**src/hw/rtl/rbr_pkg.sv**
```systemverilog
// shared types and constants of the retransmit byte ring
package rbr_pkg;

    localparam logic [1:0] OP_PUSH = 2'd0;
    localparam logic [1:0] OP_DROP = 2'd1;
    localparam logic [1:0] OP_PEEK = 2'd2;

    localparam int QUEUE_DEPTH = 4;
    localparam int LEN_W       = 13;

    typedef struct packed {
        logic             wr_en;
        logic             rd_en;
        logic [7:0]       wr_data;
        logic             push_accepted;
        logic [LEN_W-1:0] dropped_count;
        logic [LEN_W-1:0] granted_length;
        logic [LEN_W-1:0] free_room;
        logic [LEN_W-1:0] stored_length;
    } t_cmd;

endpackage

```
**src/hw/rtl/rbr_queue.sv**
```systemverilog
// short fifo between the front and back parts
module rbr_queue #(
    parameter int WIDTH = 8
) (
    input  logic             i_clk,
    input  logic             i_rst_n,
    input  logic             i_push,
    input  logic [WIDTH-1:0] i_data,
    input  logic             i_pop,
    output logic [WIDTH-1:0] o_data,
    output logic             o_full,
    output logic             o_empty
);

    import rbr_pkg::*;

    localparam int PW = $clog2(QUEUE_DEPTH);

    logic [WIDTH-1:0] r_slot [QUEUE_DEPTH];
    logic [PW-1:0]    r_wr_ptr;
    logic [PW-1:0]    r_rd_ptr;
    logic [PW:0]      r_count;
    logic             do_push;
    logic             do_pop;

    assign o_full  = (r_count == (PW+1)'(QUEUE_DEPTH));
    assign o_empty = (r_count == '0);
    assign do_push = i_push && !o_full;
    assign do_pop  = i_pop && !o_empty;
    assign o_data  = r_slot[r_rd_ptr];

    always_ff @(posedge i_clk) begin
        if (do_push) begin
            r_slot[r_wr_ptr] <= i_data;
        end
    end

    always_ff @(posedge i_clk) begin
        if (!i_rst_n) begin
            r_wr_ptr <= '0;
            r_rd_ptr <= '0;
            r_count  <= '0;
        end else begin
            if (do_push) begin
                r_wr_ptr <= r_wr_ptr + 1'b1;
            end
            if (do_pop) begin
                r_rd_ptr <= r_rd_ptr + 1'b1;
            end
            if (do_push && !do_pop) begin
                r_count <= r_count + 1'b1;
            end else if (do_pop && !do_push) begin
                r_count <= r_count - 1'b1;
            end
        end
    end

endmodule

```
**config.mk**
```make
export PLATFORM = sky130hd
export DESIGN_NAME = rbr_queue
export DESIGN_NICKNAME = d
export VERILOG_FILES = /design/src/hw/rtl/rbr_pkg.sv /design/src/hw/rtl/rbr_queue.sv
export SDC_FILE = /design/constraint.sdc
export NUM_CORES = 1
export LEC_CHECK = 0
export CAP_MARGIN = 20
export CORE_ASPECT_RATIO = 0.6
export CORE_UTILIZATION = 50
export CTS_BUF_LIST = sky130_fd_sc_hd__clkbuf_8 sky130_fd_sc_hd__clkbuf_16
export CTS_CLUSTER_DIAMETER = 40
export DETAILED_ROUTE_END_ITERATION = 8
export DONT_BUFFER_PORTS = 1
export PLACE_DENSITY_LB_ADDON = 0.2
export SLEW_MARGIN = 25
export SYNTH_ARGS = -nofsm -noshare
export SYNTH_HDL_FRONTEND = slang
export SYNTH_SLANG_ARGS = --single-unit
export TNS_END_PERCENT = 20
```
**constraint.sdc**
```tcl
create_clock -name i_clk -period 3 [get_ports i_clk]
set_clock_uncertainty 0.2 [all_clocks]
set_input_delay 0.75 -clock i_clk [delete_from_list [all_inputs] [get_ports i_clk]]
set_output_delay 0.75 -clock i_clk [all_outputs]
set_load 0.02 [all_outputs]
```
* Yosys cells after proc, flatten, opt, wreduce, memory -nomap -nowiden *
Memory sizes are Yosys's and may differ from the RTL's. A register that Yosys moved wholly into a read port is not among the register bits.
Cells that the tools add are included.

word-level totals
  register bits = 7
  memory bits (writable) = 32
  input port bits = 12
  output and inout bits = 10
  logic and storage cells = 25
  memories kept = 1

memory list
  name    words  width  read ports  clocked after memory_dff  wr ports  RTL line         RTL
  r_slot  4      8      1           1                         1         rbr_queue.sv:19  logic [WIDTH-1:0] r_slot [QUEUE_DEPTH];

cells by class
  $add $sub $neg = 4
  equality and inequality tests = 1
  muxes and demuxes = 6
  reduce and logical (&&, ||, !) cells = 10

operators with widths
  cell                                                                 count
  3-bit two-way mux                                                    2
  2-bit by 1-bit adder with 2-bit output (second input constant)       2
  1-bit logical AND                                                    4
  1-bit logical NOT                                                    4
  2-bit two-way mux                                                    2
  3-bit by 1-bit adder with 3-bit output (second input constant)       1
  3-bit == test (second input constant)                                1
  3-bit logical NOT                                                    1
  3-bit by 1-bit subtractor with 3-bit output (second input constant)  1
  1-bit two-way mux                                                    2
  2-bit nonzero test                                                   1

* Depth between registers and ports, before layout *
  depth after elaboration = 7
  depth in mapped cells = 9
  gate-level depth less buffers = 8

* Worst setup path after synthesis *
OpenSTA, ideal clock, no wires.

  path kind = input -> register
  start = input i_push
  end = register r_count[2]
  library setup time = 0.070 ns
  arrival = 2.161 ns
  data required time = 2.730 ns
  path slack = 0.569 ns
  stages = 8
  buffers on the path = 1
  cells stage by stage = nor2b_1 -> buf_6 -> ha_1 -> inv_1 -> fa_1 -> xor2_1 -> or3_1 -> a21boi_1

on the way
  longest elaborated chain between the ends = 4
  elaborated cells on any way between the ends = 6
  classes of those cells = 1 x mux; 5 x reduce/logical

ends and longest elaborated chain
  element                              RTL line         RTL
  from (decl)                          rbr_queue.sv:7   input logic i_push,
  1-bit logical AND (*)                rbr_queue.sv:28  assign do_push = i_push && !o_full;
  net do_push                          rbr_queue.sv:23  logic do_push;
  1-bit logical NOT                    rbr_queue.sv:52  end else if (do_pop && !do_push) begin
  1-bit logical AND                    rbr_queue.sv:52
  2-bit nonzero test (no source line)  --
  to (signal assigned)                 rbr_queue.sv:51  r_count <= r_count + 1'b1;
  to (signal assigned)                 rbr_queue.sv:53  r_count <= r_count - 1'b1;
  to (decl)                            rbr_queue.sv:22  logic [PW:0] r_count;

Mark *: on every way through the listed nets, which the timed path passes. The rest lies on a longest branch.
A chain may end at the register's enable or synchronous reset.

==> out/qor.csv <==
metric,value,unit
grt_use_total,15.6,%
drive_gt1_share,18.9,%
cts_hold_repair.buffers,0,
antenna_found_initial,0,
grt_max_degree,14,
path_class,reg -> out,
status,"finished, final reports clean",
arrival,1.63,ns
finalNonFillerCells,137,
p_sw_share,29.4,%
start_kind,flop,
root_buffer,clkbuf_8,
die_y,46.4,microns
ys_types,23,
vias_per_cell,5.36,
r2r_setup_slack,0.62,ns
synth_edf_count,32,
avgRoutedWirePerCell,16.6,microns
crit_fanout,8,
initial_core_util,54.9,%
clock_latency,0.29,ns
netlist_area,0.00164,sq mm
p_per_area,882,mW/mm^2
multi_input_area,463,sq um
async_flop_share,0,%
synth.top_cells.by_count,"edfxtp_1, dfxtp_1, and2_1, mux4_2, ha_1",
cap_viol_max_count,0,
endpoint_kind,output port,
std_cell_rows,15,
cts_max_path_buffers,2,
slew_viol_final,0,
yosys.area.top_type,edfxtp_1,
ff_latch_area,0.00114,sq mm
wirelength,2.28,mm
io_pins,22,
ys.flop_type,edfxtp_1,
grt_pass1_vias,714,
fin_tns_setup,0,ns
worst_pin_slew,0.628,ns
clk_pin_slew_worst_paths,0.08,ns
seqPwrFrac,49.7,%
vias,734,
period_minus_slack,2.58,ns
fillers,223,
worstPathRequired,2.05,ns
cp_top_family,flip-flops,
ant_nets,0,
leakage,0.598,nW
dp_cells,129,
synth_fp_nets,108,
crit_chain,mux4_2,
grt_overflow,0,
critPathBufInv,0,
die_w,75.9,microns
r2r_start,r_count[0]$_SDFFE_PN0P_,
dieArea,0.00352,sq mm
whs_endpoint,r_wr_ptr[1]$_SDFFE_PN0P_,
post_cts_resized,0,
placed_cell_area,0.00168,sq mm
cts_buffers,5,
synth_top_area_share,58.6,%
grt_setup_unrepaired,false,
holdCritPathClass,reg -> reg,
r2r_end,r_count[2]$_SDFFE_PN0P_,
fin_area,0.00179,sq mm
p_sw,0.463,mW
nNetsFinal,112,
ys_seq_elements,41,
internal-power,1.11,mW
holdPathStages,2,
tritoncts,done,
h-tree-depth,2,
min_from,r_wr_ptr[1]$_SDFFE_PN0P_,
cts_sinks,41,
synth_cells,90,
fin_crit_sh,86.0,%
finalHoldViolations,0,
grt_pass1_wl,3.65,mm
antenna_cells,0,
combPwrFrac,23.2,%
finalSetupViolations,0,
area_delta_synth_final,8.93,%
avgSynthCellArea,18.2,sq um
crit_slowest_cell,dfxtp_1,
yosysWarnings,0,
maxSlewHeadroom,57.8,%
cp_slowest_stage_delay,0.68,ns
io_buffer_count,0,
drc,0,
synth_seq_area_share,69.6,%
max_freq,388,MHz
drt_iter0_drc,35,
worstRegToRegCells,8,
gp_congestion,0.707,
ir_worst_vdd,369,uV
synth_area_leaders,"edfxtp_1, dfxtp_1, mux4_2",
cts_setup_buffers,0,
synth.most_common_cell,edfxtp_1,
first_pass_iters,4,
clkPwrFrac,27.1,%
place.detailed.hpwl,1.57,mm
placeableCoreArea,0.00298,sq mm
how the worst max path moves through the flow:
stage / startpoint / endpoint / slack, ns / depth (start not counted)
3_5_place_dp: i_push / r_count[2]$_SDFFE_PN0P_ / 0.53 / 7
5_1_grt: flop / o_data[5] / 0.29 / 1
4_1_cts: flop / o_data[5] / 0.38 / 1
3_3_place_gp: i_push / r_count[2]$_SDFFE_PN0P_ / 0.64 / 7
2_1_floorplan: i_push / r_count[2]$_SDFFE_PN0P_ / 0.57 / 8
6_report: flop / o_data[5] / 0.42 / 1
through the flow:
| step | power, mW | utilization [%] | hold WS [ns] | setup slack, ns |
|---|---|---|---|---|
| 6_report | 1.57 | 59.8 | 0.301 | 0.420 |
| 3_3_place_gp | 1.15 | 56.1 | 0.285 | 0.643 |
| 3_5_place_dp | 1.17 | 56.1 | 0.294 | 0.532 |
| 5_1_grt | 1.66 | 59.8 | 0.335 | 0.294 |
| 2_1_floorplan | 1.11 | - | 0.268 | 0.569 |
| 4_1_cts | 1.59 | 59.8 | 0.305 | 0.384 |
final cells by class:
cell class | instances | area share (%)
Clock buffer | 5 | 3.85
Clock inverter | 3 | 2.31
Inverter | 3 | 0.631
Multi-Input combinational cell | 42 | 25.9
Sequential cell | 41 | 63.9
Tap cell | 42 | 2.94
Timing Repair Buffer | 1 | 0.420
layout by cell type, fill, tap and decap left out:
cell type   synthesis  routed
nor3b_2             1       1
nor3_1              1       1
nand2_1             4       4
o311ai_1            1       1
clkinvlp_4          0       1
o21ai_0             1       1
o31ai_2             1       1
dfxtp_1             9       9
xnor2_1             3       3
clkbuf_8            0       5
and2_1              8       8
ha_1                5       5
fa_1                1       1
or3_1               1       1
a21boi_1            1       1
xor2_1              1       1
nor2b_1             2       2
inv_1               3       3
bufinv_16           0       1
mux4_2              8       8
buf_4               0       1
mux2i_1             3       3
edfxtp_1           32      32
clkinv_1            0       1
power groups by stage:
stage | Sequential, mW | Clock [mW] | Combinational, mW
4_1_cts | 0.786 | 0.436 | 0.371
5_1_grt | 0.799 | 0.460 | 0.397
6_report | 0.783 | 0.427 | 0.365
2_1_floorplan | 0.748 | 0 | 0.361
3_5_place_dp | 0.799 | 0 | 0.369
3_3_place_gp | 0.794 | 0 | 0.360
registers in the layout, summed over array words and instances (netlist names), named ones only:
signal    count
r_rd_ptr      2
r_count       3
r_wr_ptr      2
r_slot       32
logic make-up (layout without fill, tap and decap cells):
kind of cell    count (synthesis)  after routing  share of synthesized area (%)
mux                            11             11                           12.8
compound gates                  4              4                           2.06
simple gates                   17             17                           6.18
buf+inv                         7             12                           2.14
fa+ha+maj                       6              6                           5.04
flops                          41             41                           69.6
xor+xnor                        4              4                           2.14
tightest hold or removal path: cells and delay by family (launching register included):
| kind | cells | cell delay (ns) |
|---|---|---|
| flip-flops | 1 | 0.34 |
| multiplexers | 1 | 0.05 |
| AND/OR/NAND/NOR | 1 | 0.06 |
per-layer routing:
| metal | GRT usage (%) | wire length [microns] | up-vias |
|---|---|---|---|
| met5 | 0 | 0 | - |
| met4 | 9.23 | 43 | 0 |
| met2 | 21.3 | 993 | 15 |
| met1 | 20.9 | 1100 | 365 |
| met3 | 6.73 | 143 | 7 |
| li1 | - | - | 347 |
Power figures use the tool's default switching activity.
