[config.mk]
export PLATFORM = sky130hd
export DESIGN_NAME = rbr_front_flat
export DESIGN_NICKNAME = d
export VERILOG_FILES = /design/src/hw/rtl/rbr_pkg.sv /design/src/hw/rtl/rbr_if.sv /design/src/hw/rtl/rbr_front.sv /design/src/flat_wrapper.sv
export SDC_FILE = /design/constraint.sdc
export NUM_CORES = 1
export LEC_CHECK = 0
export BUFFER_PORTS_ARGS = -buffer_cell sky130_fd_sc_hd__buf_2
export CAP_MARGIN = 30
export CORE_ASPECT_RATIO = 1.75
export CORE_MARGIN = 2
export CORE_UTILIZATION = 65
export DETAILED_ROUTE_END_ITERATION = 16
export HOLD_SLACK_MARGIN = 0.12
export PLACE_DENSITY_LB_ADDON = 0.08
export SETUP_SLACK_MARGIN = 0.2
export SLEW_MARGIN = 0
export SYNTH_ARGS = -nofsm -noshare
export SYNTH_HDL_FRONTEND = slang
export SYNTH_SLANG_ARGS = --single-unit
[constraint.sdc]
create_clock -name i_clk -period 16.6 [get_ports i_clk]
set_input_delay 4.15 -clock i_clk [delete_from_list [all_inputs] [get_ports i_clk]]
set_output_delay 4.15 -clock i_clk [all_outputs]
set_load 0.005 [all_outputs]
[src/hw/rtl/rbr_pkg.sv]
// shared types and constants of the retransmit byte ring
package rbr_pkg;

    localparam logic [1:0] OP_PUSH = 2'd0;
    localparam logic [1:0] OP_DROP = 2'd1;
    localparam logic [1:0] OP_PEEK = 2'd2;

    localparam int QUEUE_DEPTH = 4;
    localparam int LEN_W       = 13;

    typedef struct packed {
        logic             wr_en;
        logic             rd_en;
        logic [7:0]       wr_data;
        logic             push_accepted;
        logic [LEN_W-1:0] dropped_count;
        logic [LEN_W-1:0] granted_length;
        logic [LEN_W-1:0] free_room;
        logic [LEN_W-1:0] stored_length;
    } t_cmd;

endpackage

[src/hw/rtl/rbr_if.sv]
// handshake channels of the retransmit byte ring
interface rbr_in_if;
    logic        valid;
    logic        ready;
    logic [1:0]  operation;
    logic [7:0]  data_byte;
    logic [12:0] count;
    logic        chunk_start;
    logic [11:0] peek_offset;

    modport source (output valid, output operation, output data_byte, output count,
                    output chunk_start, output peek_offset, input ready);
    modport sink (input valid, input operation, input data_byte, input count,
                  input chunk_start, input peek_offset, output ready);
endinterface


interface rbr_cfg_if;
    logic        valid;
    logic        ready;
    logic [12:0] data;

    modport source (output valid, output data, input ready);
    modport sink (input valid, input data, output ready);
endinterface

[src/hw/rtl/rbr_front.sv]
// front part: takes words, keeps head, length and chunk state, issues commands
module rbr_front #(
    parameter int DEPTH = 4096
) (
    input  logic                     i_clk,
    input  logic                     i_rst_n,
    rbr_in_if.sink                   i_in,
    rbr_cfg_if.sink                  i_cfg,
    input  logic                     i_queue_full,
    output logic                     o_push,
    output rbr_pkg::t_cmd            o_cmd,
    output logic [$clog2(DEPTH)-1:0] o_addr
);

    import rbr_pkg::*;

    localparam int AW = $clog2(DEPTH);
    localparam int CW = $clog2(DEPTH + 1);
    localparam int LW = (CW > LEN_W) ? CW : LEN_W;
    localparam int EW = LW + 1;

    logic [AW-1:0] r_head, n_head;
    logic [LW-1:0] r_held, n_held;
    logic          r_ok, n_ok;
    logic [LW-1:0] r_left, n_left;
    logic [LW-1:0] r_cap, n_cap;

    logic          accept;
    logic [LW-1:0] count_x;
    logic [LW-1:0] head_x;
    logic [LW-1:0] cfg_x;
    logic [LW-1:0] left_v;
    logic          ok_v;
    logic [EW-1:0] sum;
    logic [LW-1:0] take;
    logic [LW-1:0] contig;
    logic [LW-1:0] grant;
    t_cmd          cmd;
    logic [AW-1:0] addr;

    assign i_cfg.ready = 1'b1;
    assign i_in.ready  = !i_queue_full && !i_cfg.valid;
    assign accept      = i_in.valid && i_in.ready;
    assign count_x     = LW'(i_in.count);
    assign head_x      = LW'(r_head);
    assign cfg_x       = LW'(i_cfg.data);

    always_comb begin
        n_head = r_head;
        n_held = r_held;
        n_ok   = r_ok;
        n_left = r_left;
        n_cap  = r_cap;
        left_v = r_left;
        ok_v   = r_ok;
        sum    = '0;
        take   = '0;
        contig = '0;
        grant  = '0;
        addr   = '0;
        cmd    = '0;
        cmd.wr_data = i_in.data_byte;
        if (i_cfg.valid) begin
            if (cfg_x == '0) begin
                n_cap = LW'(1);
            end else if (cfg_x > LW'(DEPTH)) begin
                n_cap = LW'(DEPTH);
            end else begin
                n_cap = cfg_x;
            end
            n_head = '0;
            n_held = '0;
            n_ok   = 1'b0;
            n_left = '0;
        end else if (accept) begin
            unique case (i_in.operation)
                OP_PUSH: begin
                    if (i_in.chunk_start) begin
                        left_v = count_x;
                        ok_v   = (count_x <= r_cap - r_held);
                    end
                    n_left = left_v;
                    n_ok   = ok_v;
                    if (ok_v && left_v != '0 && r_held < r_cap) begin
                        sum = EW'(head_x) + EW'(r_held);
                        if (sum >= EW'(r_cap)) begin
                            sum = sum - EW'(r_cap);
                        end
                        addr              = AW'(sum);
                        cmd.wr_en         = 1'b1;
                        cmd.push_accepted = 1'b1;
                        n_held            = r_held + 1'b1;
                        n_left            = left_v - 1'b1;
                    end
                end
                OP_DROP: begin
                    take = (count_x > r_held) ? r_held : count_x;
                    sum  = EW'(head_x) + EW'(take);
                    if (sum >= EW'(r_cap)) begin
                        sum = sum - EW'(r_cap);
                    end
                    n_head            = AW'(sum);
                    n_held            = r_held - take;
                    cmd.dropped_count = LEN_W'(take);
                end
                OP_PEEK: begin
                    if (r_held != '0) begin
                        contig = r_cap - head_x;
                        grant  = (count_x > r_held) ? r_held : count_x;
                        if (grant > contig) begin
                            grant = contig;
                        end
                        sum                = EW'(head_x) + EW'(i_in.peek_offset);
                        addr               = AW'(sum);
                        cmd.rd_en          = (LW'(i_in.peek_offset) < grant);
                        cmd.granted_length = LEN_W'(grant);
                    end
                end
                default: begin
                end
            endcase
        end
        cmd.free_room     = LEN_W'(n_cap - n_held);
        cmd.stored_length = LEN_W'(n_held);
    end

    assign o_push = accept;
    assign o_cmd  = cmd;
    assign o_addr = addr;

    always_ff @(posedge i_clk) begin
        if (!i_rst_n) begin
            r_head <= '0;
            r_held <= '0;
            r_ok   <= 1'b0;
            r_left <= '0;
            r_cap  <= LW'(DEPTH);
        end else begin
            r_head <= n_head;
            r_held <= n_held;
            r_ok   <= n_ok;
            r_left <= n_left;
            r_cap  <= n_cap;
        end
    end

endmodule

[src/flat_wrapper.sv]
// flat-port wrapper written by rule: the top's interface ports become plain ports
module rbr_front_flat import rbr_pkg::*;
#(
    parameter int DEPTH = 4096
)
  (i_clk, i_rst_n, i_queue_full, o_push, o_cmd, o_addr, i_in_valid, i_in_operation, i_in_data_byte, i_in_count, i_in_chunk_start, i_in_peek_offset, i_in_ready, i_cfg_valid, i_cfg_data, i_cfg_ready);
  rbr_in_if i_in_i ();
  rbr_cfg_if i_cfg_i ();
  input  logic i_clk;
  input  logic i_rst_n;
  input  logic i_queue_full;
  output logic o_push;
  output rbr_pkg::t_cmd o_cmd;
  output logic [$clog2(DEPTH)-1:0] o_addr;
  input wire logic [$bits(i_in_i.valid)-1:0] i_in_valid;
  input wire logic [$bits(i_in_i.operation)-1:0] i_in_operation;
  input wire logic [$bits(i_in_i.data_byte)-1:0] i_in_data_byte;
  input wire logic [$bits(i_in_i.count)-1:0] i_in_count;
  input wire logic [$bits(i_in_i.chunk_start)-1:0] i_in_chunk_start;
  input wire logic [$bits(i_in_i.peek_offset)-1:0] i_in_peek_offset;
  output wire logic [$bits(i_in_i.ready)-1:0] i_in_ready;
  input wire logic [$bits(i_cfg_i.valid)-1:0] i_cfg_valid;
  input wire logic [$bits(i_cfg_i.data)-1:0] i_cfg_data;
  output wire logic [$bits(i_cfg_i.ready)-1:0] i_cfg_ready;
  assign i_in_i.valid = i_in_valid;
  assign i_in_i.operation = i_in_operation;
  assign i_in_i.data_byte = i_in_data_byte;
  assign i_in_i.count = i_in_count;
  assign i_in_i.chunk_start = i_in_chunk_start;
  assign i_in_i.peek_offset = i_in_peek_offset;
  assign i_in_ready = i_in_i.ready;
  assign i_cfg_i.valid = i_cfg_valid;
  assign i_cfg_i.data = i_cfg_data;
  assign i_cfg_ready = i_cfg_i.ready;
  rbr_front #(.DEPTH(DEPTH)) u_core (.i_clk(i_clk), .i_rst_n(i_rst_n), .i_in(i_in_i), .i_cfg(i_cfg_i), .i_queue_full(i_queue_full), .o_push(o_push), .o_cmd(o_cmd), .o_addr(o_addr));
endmodule
=== After elaboration in Yosys (flattened, before gate mapping) ===
Cells that the tools add are included.

* Register bits after elaboration: 52
* Input port bits: 54
* Output and inout bits: 78
* Word-level logic and storage cells: 80

* Add/subtract/negate cells: 11
* Order comparisons: 8
* Eq/ne operators: 2
* Multiplexer cells: 40
* Bitwise operators: 1
* Reductions and logical operators: 13

{| class="wikitable"
|+ Operators with widths
! kind !! number
|-
| $mux W13 || 20
|-
| $mux W12 || 6
|-
| $mux W27 || 2
|-
| $sub A13 B13 Y13 || 3
|-
| $add A12 B13 Y14 || 2
|-
| $ge A14 B13 Y1 || 2
|-
| $gt A13 B13 Y1 || 2
|-
| $pmux W13 S2 || 1
|-
| $reduce_bool A13 Y1 || 2
|-
| $pmux W12 S2 || 1
|-
| $sub A12 B12 Y12 || 2
|-
| $add A13 B1 Y13 const B || 1
|-
| $gt A13 B13 Y1 const B || 1
|-
| $le A13 B13 Y1 || 1
|-
| $logic_not A13 Y1 || 1
|-
| $lt A12 B13 Y1 || 1
|-
| $lt A13 B13 Y1 || 1
|-
| $sub A13 B1 Y13 const B || 1
|-
| $sub A13 B12 Y13 || 1
|-
| $add A12 B12 Y12 || 1
|-
| $mux W1 || 8
|-
| $logic_and A1 B1 Y1 || 4
|-
| $mux W2 || 2
|-
| $reduce_and A2 Y1 || 2
|-
| other kinds (6) || 7
|}

=== Longest topological paths before layout ===
* Depth in word-level cells: 13
* Depth in mapped cells: 34
* Mapped depth without buffers: 32

=== Least setup slack after synthesis ===
No wires, ideal clock.

* Path kind: input port to output port
* Start: in i_in_count[3]
* End: out o_cmd[25] (netlist bit)
* Data arrival time: 8.915 ns
* Required time: 12.450 ns
* Slack: 3.535 ns
* Stages: 25
* Buffers on the path: 1
* Cells stage by stage: ha_1 -> nand4_1 -> o21ai_0 -> o221ai_1 -> a21oi_1 -> buf_2 -> mux2_2 -> fa_1 -> nand2b_1 -> a21oi_1 -> o21a_1 -> nor2_1 -> xnor2_1 -> o21ai_0 -> a21oi_1 -> inv_1 -> ha_1 -> or3_1 -> o21ai_0 -> a21oi_1 -> a21oi_1 -> nor2b_1 -> o21a_1 -> o41ai_1 -> xnor3_1

{| class="wikitable"
|+ RTL lines
! element !! RTL line !! text
|-
| from (decl) || flat_wrapper.sv:18 || <nowiki>input wire logic [$bits(i_in_i.count)-1:0] i_in_count;</nowiki>
|-
| to (decl) || flat_wrapper.sv:13 || <nowiki>output rbr_pkg::t_cmd o_cmd;</nowiki>
|}

==> flow_summary.ini <==
[critical_path]
r2r_end = u_core.r_head[7]
startpoint_type = input pin
end_kind = primary output
r2r_cells = 25
rrSetupSlack_ns = 9.22
worstPathMaxFanout = 7
r2r_start = u_core.r_held[1]
required_ns = 12.45
crit_arrival_ns = 10.15
critPathKind = input pin to primary output

[power]
max-vdd-ir-drop_mv = 0.0394
netSwitchingFraction = 0.448
intPower_mw = 0.309
p_per_area_mw_per_mm2 = 53.3
pwr-share-clk = 0.206
p_comb_frac = 0.560
power_mw = 0.560
seqPwrFrac = 0.234
power.net_switching_mw = 0.251
p_leak_nw = 4.80

[drt]
viasPerCell = 6.85
postRouteAntennaNets = 0
vias = 10900
route.detailed.drc = 0
avgRoutedWirePerCell_um = 23.2
routed_wl_mm = 36.8
drt_iter0_drc = 887
first_pass_iters = 6

[synth]
synth.top_cell.area_share = 0.212
yosys_warnings = 0
ys_seq_area_frac = 0.108
synthArstFlopShare = 0
yosys.area.top_type = ha_1
synthesis.instances = 1309
synth.area.top_cells = ha_1 (21%), dfxtp_1 (11%), a21oi_1 (6.7%)
syn_area_mm2 = 0.00964
syn_avg_cell_area_um2 = 7.36
synth_nets = 1535
yosys_most_used_dff = dfxtp_1
ys_seq_elements = 52
synthDistinctLibCells = 80
synth_edf_count = 0

[global_route]
grt_max_degree = 47
grt_pass1_wl_mm = 55.0
antenna_found_initial = 2
grt_pass1_vias = 10500
overflow = 0
grt_util_all_layers = 0.466

[clock_tree]
clockRootBuffer = clkbuf_16
cts_buffer_depth = 2
numCtsBuffers = 5
path_clk_slew_ns = 0.08
cts_hold_buffers = 0
cts-htree-levels = 2
cts_sinks = 52
clock_latency_ns = 0.31
cts_tree = built
cts_setup_buffers = 0
cts_resized = 0

[floorplanning]
io_pins = 132
start_util = 0.667
dieArea_mm2 = 0.0159
core_mm2 = 0.0144
die_w_um = 96.0
row_count = 58
die_y_um = 165

[outcome]
outcome = finished clean

[cells_and_area]
drive_gt1_frac = 0.127
finalNetCount = 1628
area_growth_pct = 8.91
fillers = 1262

[worst_hold_path]
hold_class = flip-flop to flip-flop
hold_path_depth = 2
min_from = u_core.r_left[1]
min_delay_worst_endpoint = u_core.r_left[1]

[placement]
hpwlAfterDp_mm = 29.3
portBuffers = 114
place_congestion = 1.07

[sta]
finalSetupTns_ns = 0
finalCriticalPeriod_ns = 14.30
rsz0062_at_grt = no
final.period_utilization = 0.861
fmax_mhz = 69.9
setup_viol = 0
drv_slew = 0
finalHoldViolations = 0
skew_ns = 0.00997
tightest_slew_ns = 1.12
slew_headroom = 0.247

[flow_run]
drv_cap = 0
-- layer usage --
layer | GRT usage | vias up | wire length (µm)
li1 | - | 4934 | -
met1 | 0.415 | 4982 | 11300
met2 | 0.799 | 674 | 17600
met3 | 0.129 | 272 | 3440
met4 | 0.460 | 0 | 4490
met5 | 0.0208 | - | 0
-- worst max path at each step --
stage | from | end | slack, ns
floorplan | i_in_count[3] | o_cmd[25] | 3.53
global placement | i_in_count[12] | o_cmd[25] | 2.62
detailed placement | i_in_count[3] | o_cmd[25] | 2.44
CTS | i_in_count[12] | o_cmd[25] | 2.42
global route | i_in_count[3] | o_cmd[25] | 1.83
finish | i_in_count[3] | o_cmd[25] | 2.30
-- metrics by stage --
step                instances  hold slack [ns]  area (µm²)  worst slack (ns)  utilization
finish                   1585            0.472       10500              2.30        0.727
global route             1583            0.489       10500              1.83        0.726
CTS                      1581            0.471       10500              2.42        0.725
detailed placement       1573            0.459       10300              2.44        0.715
global placement         1572            0.449       10300              2.62        0.714
floorplan                1309            0.431        9640              3.53            -
-- final cells by class --
cell class                 count  area, µm²  area share
multi-input combinational   1107       7980       0.760
sequential                    52       1040      0.0992
timing repair buffer         131        703      0.0670
inverter                     105        394      0.0376
tap                          180        225      0.0215
clock buffer                   6        129      0.0123
clock inverter                 2       16.3     0.00155
antenna                        2       5.00    0.000477
-- power groups by stage --
stage | logic [mW] | registers (mW) | clock network, mW
after floorplan | 0.219 | 0.131 | 0
after global placement | 0.295 | 0.134 | 0
after detailed placement | 0.301 | 0.134 | 0
after CTS | 0.303 | 0.131 | 0.113
after global routing | 0.339 | 0.131 | 0.117
final | 0.313 | 0.131 | 0.115
-- cell usage in the layout, fill, tap and decap left out, types with 5 or more instances in the layout --
cell	synthesis	routed
nor2b_1	23	23
o31ai_1	7	7
and2_1	17	17
clkbuf_16	0	5
xor2_1	28	28
nand3_1	30	30
ha_1	163	163
or4_1	5	5
a21boi_0	7	7
nor4_1	15	15
xnor2_1	63	63
o21ai_0	82	82
a211o_1	6	6
nor2_1	118	117
a31oi_1	13	13
nand2_1	87	87
and3_1	9	9
a21o_1	25	25
nor3_1	34	34
mux2i_1	32	32
o21a_1	11	11
a211oi_1	16	16
a21oi_1	129	129
o21bai_1	13	13
buf_2	7	115
or3_1	11	11
dfxtp_1	52	52
inv_1	104	104
nand4_1	19	19
or2_2	13	13
buf_4	10	14
nand2b_1	20	20
mux2_2	9	9
o41ai_1	5	5
o211ai_1	6	6
o22ai_1	14	14
fa_1	9	9
-- Yosys cell counts (all sizes together), types with 7 or more instances --
cell type	instances
clkbuf	26
a21o	25
dfxtp	52
fa	9
nand2b	21
a31oi	14
nor2b	23
a21oi	130
xor2	28
o31ai	7
a211oi	16
and3	9
ha	163
o21bai	13
xnor2	63
mux2	9
or3	11
o22ai	14
nor2	119
buf	19
nor3	37
or2	15
a21boi	8
inv	105
nor4	15
and2	17
mux2i	32
o21ai	86
o41ai	7
nand3	31
nand2	87
o21a	11
nand4	19
-- logic make-up after synthesis --
kind of cell               after synthesis  synth area share
other                                    1          0.000389
DFF                                     52             0.108
xor gates and xnor gates                92            0.0851
buffers and inverters                  150            0.0640
AOI/OAI and AO/OA                      381             0.252
adders and majority gates              172             0.230
and+or+nand+nor                        420             0.217
muxes                                   41            0.0438
-- sequential cells by signal (all words and copies together), names as in the netlist --
signal and flops:
u_core.r_cap 13, u_core.r_held 13, u_core.r_left 13, u_core.r_ok 1
u_core.r_head 12
-- worst max-delay path, cell delays in order --
cell	delay [ns]
buf_2	0.15
ha_1	0.32
nand3_1	0.10
a21boi_0	0.21
o221ai_1	0.18
a21oi_1	0.56
mux2i_1	0.48
inv_1	0.12
ha_1	0.23
fa_1	0.38
nand2b_1	0.20
a21oi_1	0.30
o21a_1	0.15
nor2_1	0.04
xnor2_1	0.12
o21ai_0	0.09
a21oi_1	0.30
inv_1	0.09
ha_1	0.25
or3_1	0.37
o21ai_0	0.08
a21oi_1	0.06
a21oi_1	0.25
nor2b_1	0.08
o21a_1	0.19
o41ai_1	0.30
xnor3_1	0.27
buf_2	0.13
Note: power is estimated with default switching activity, not from simulation.
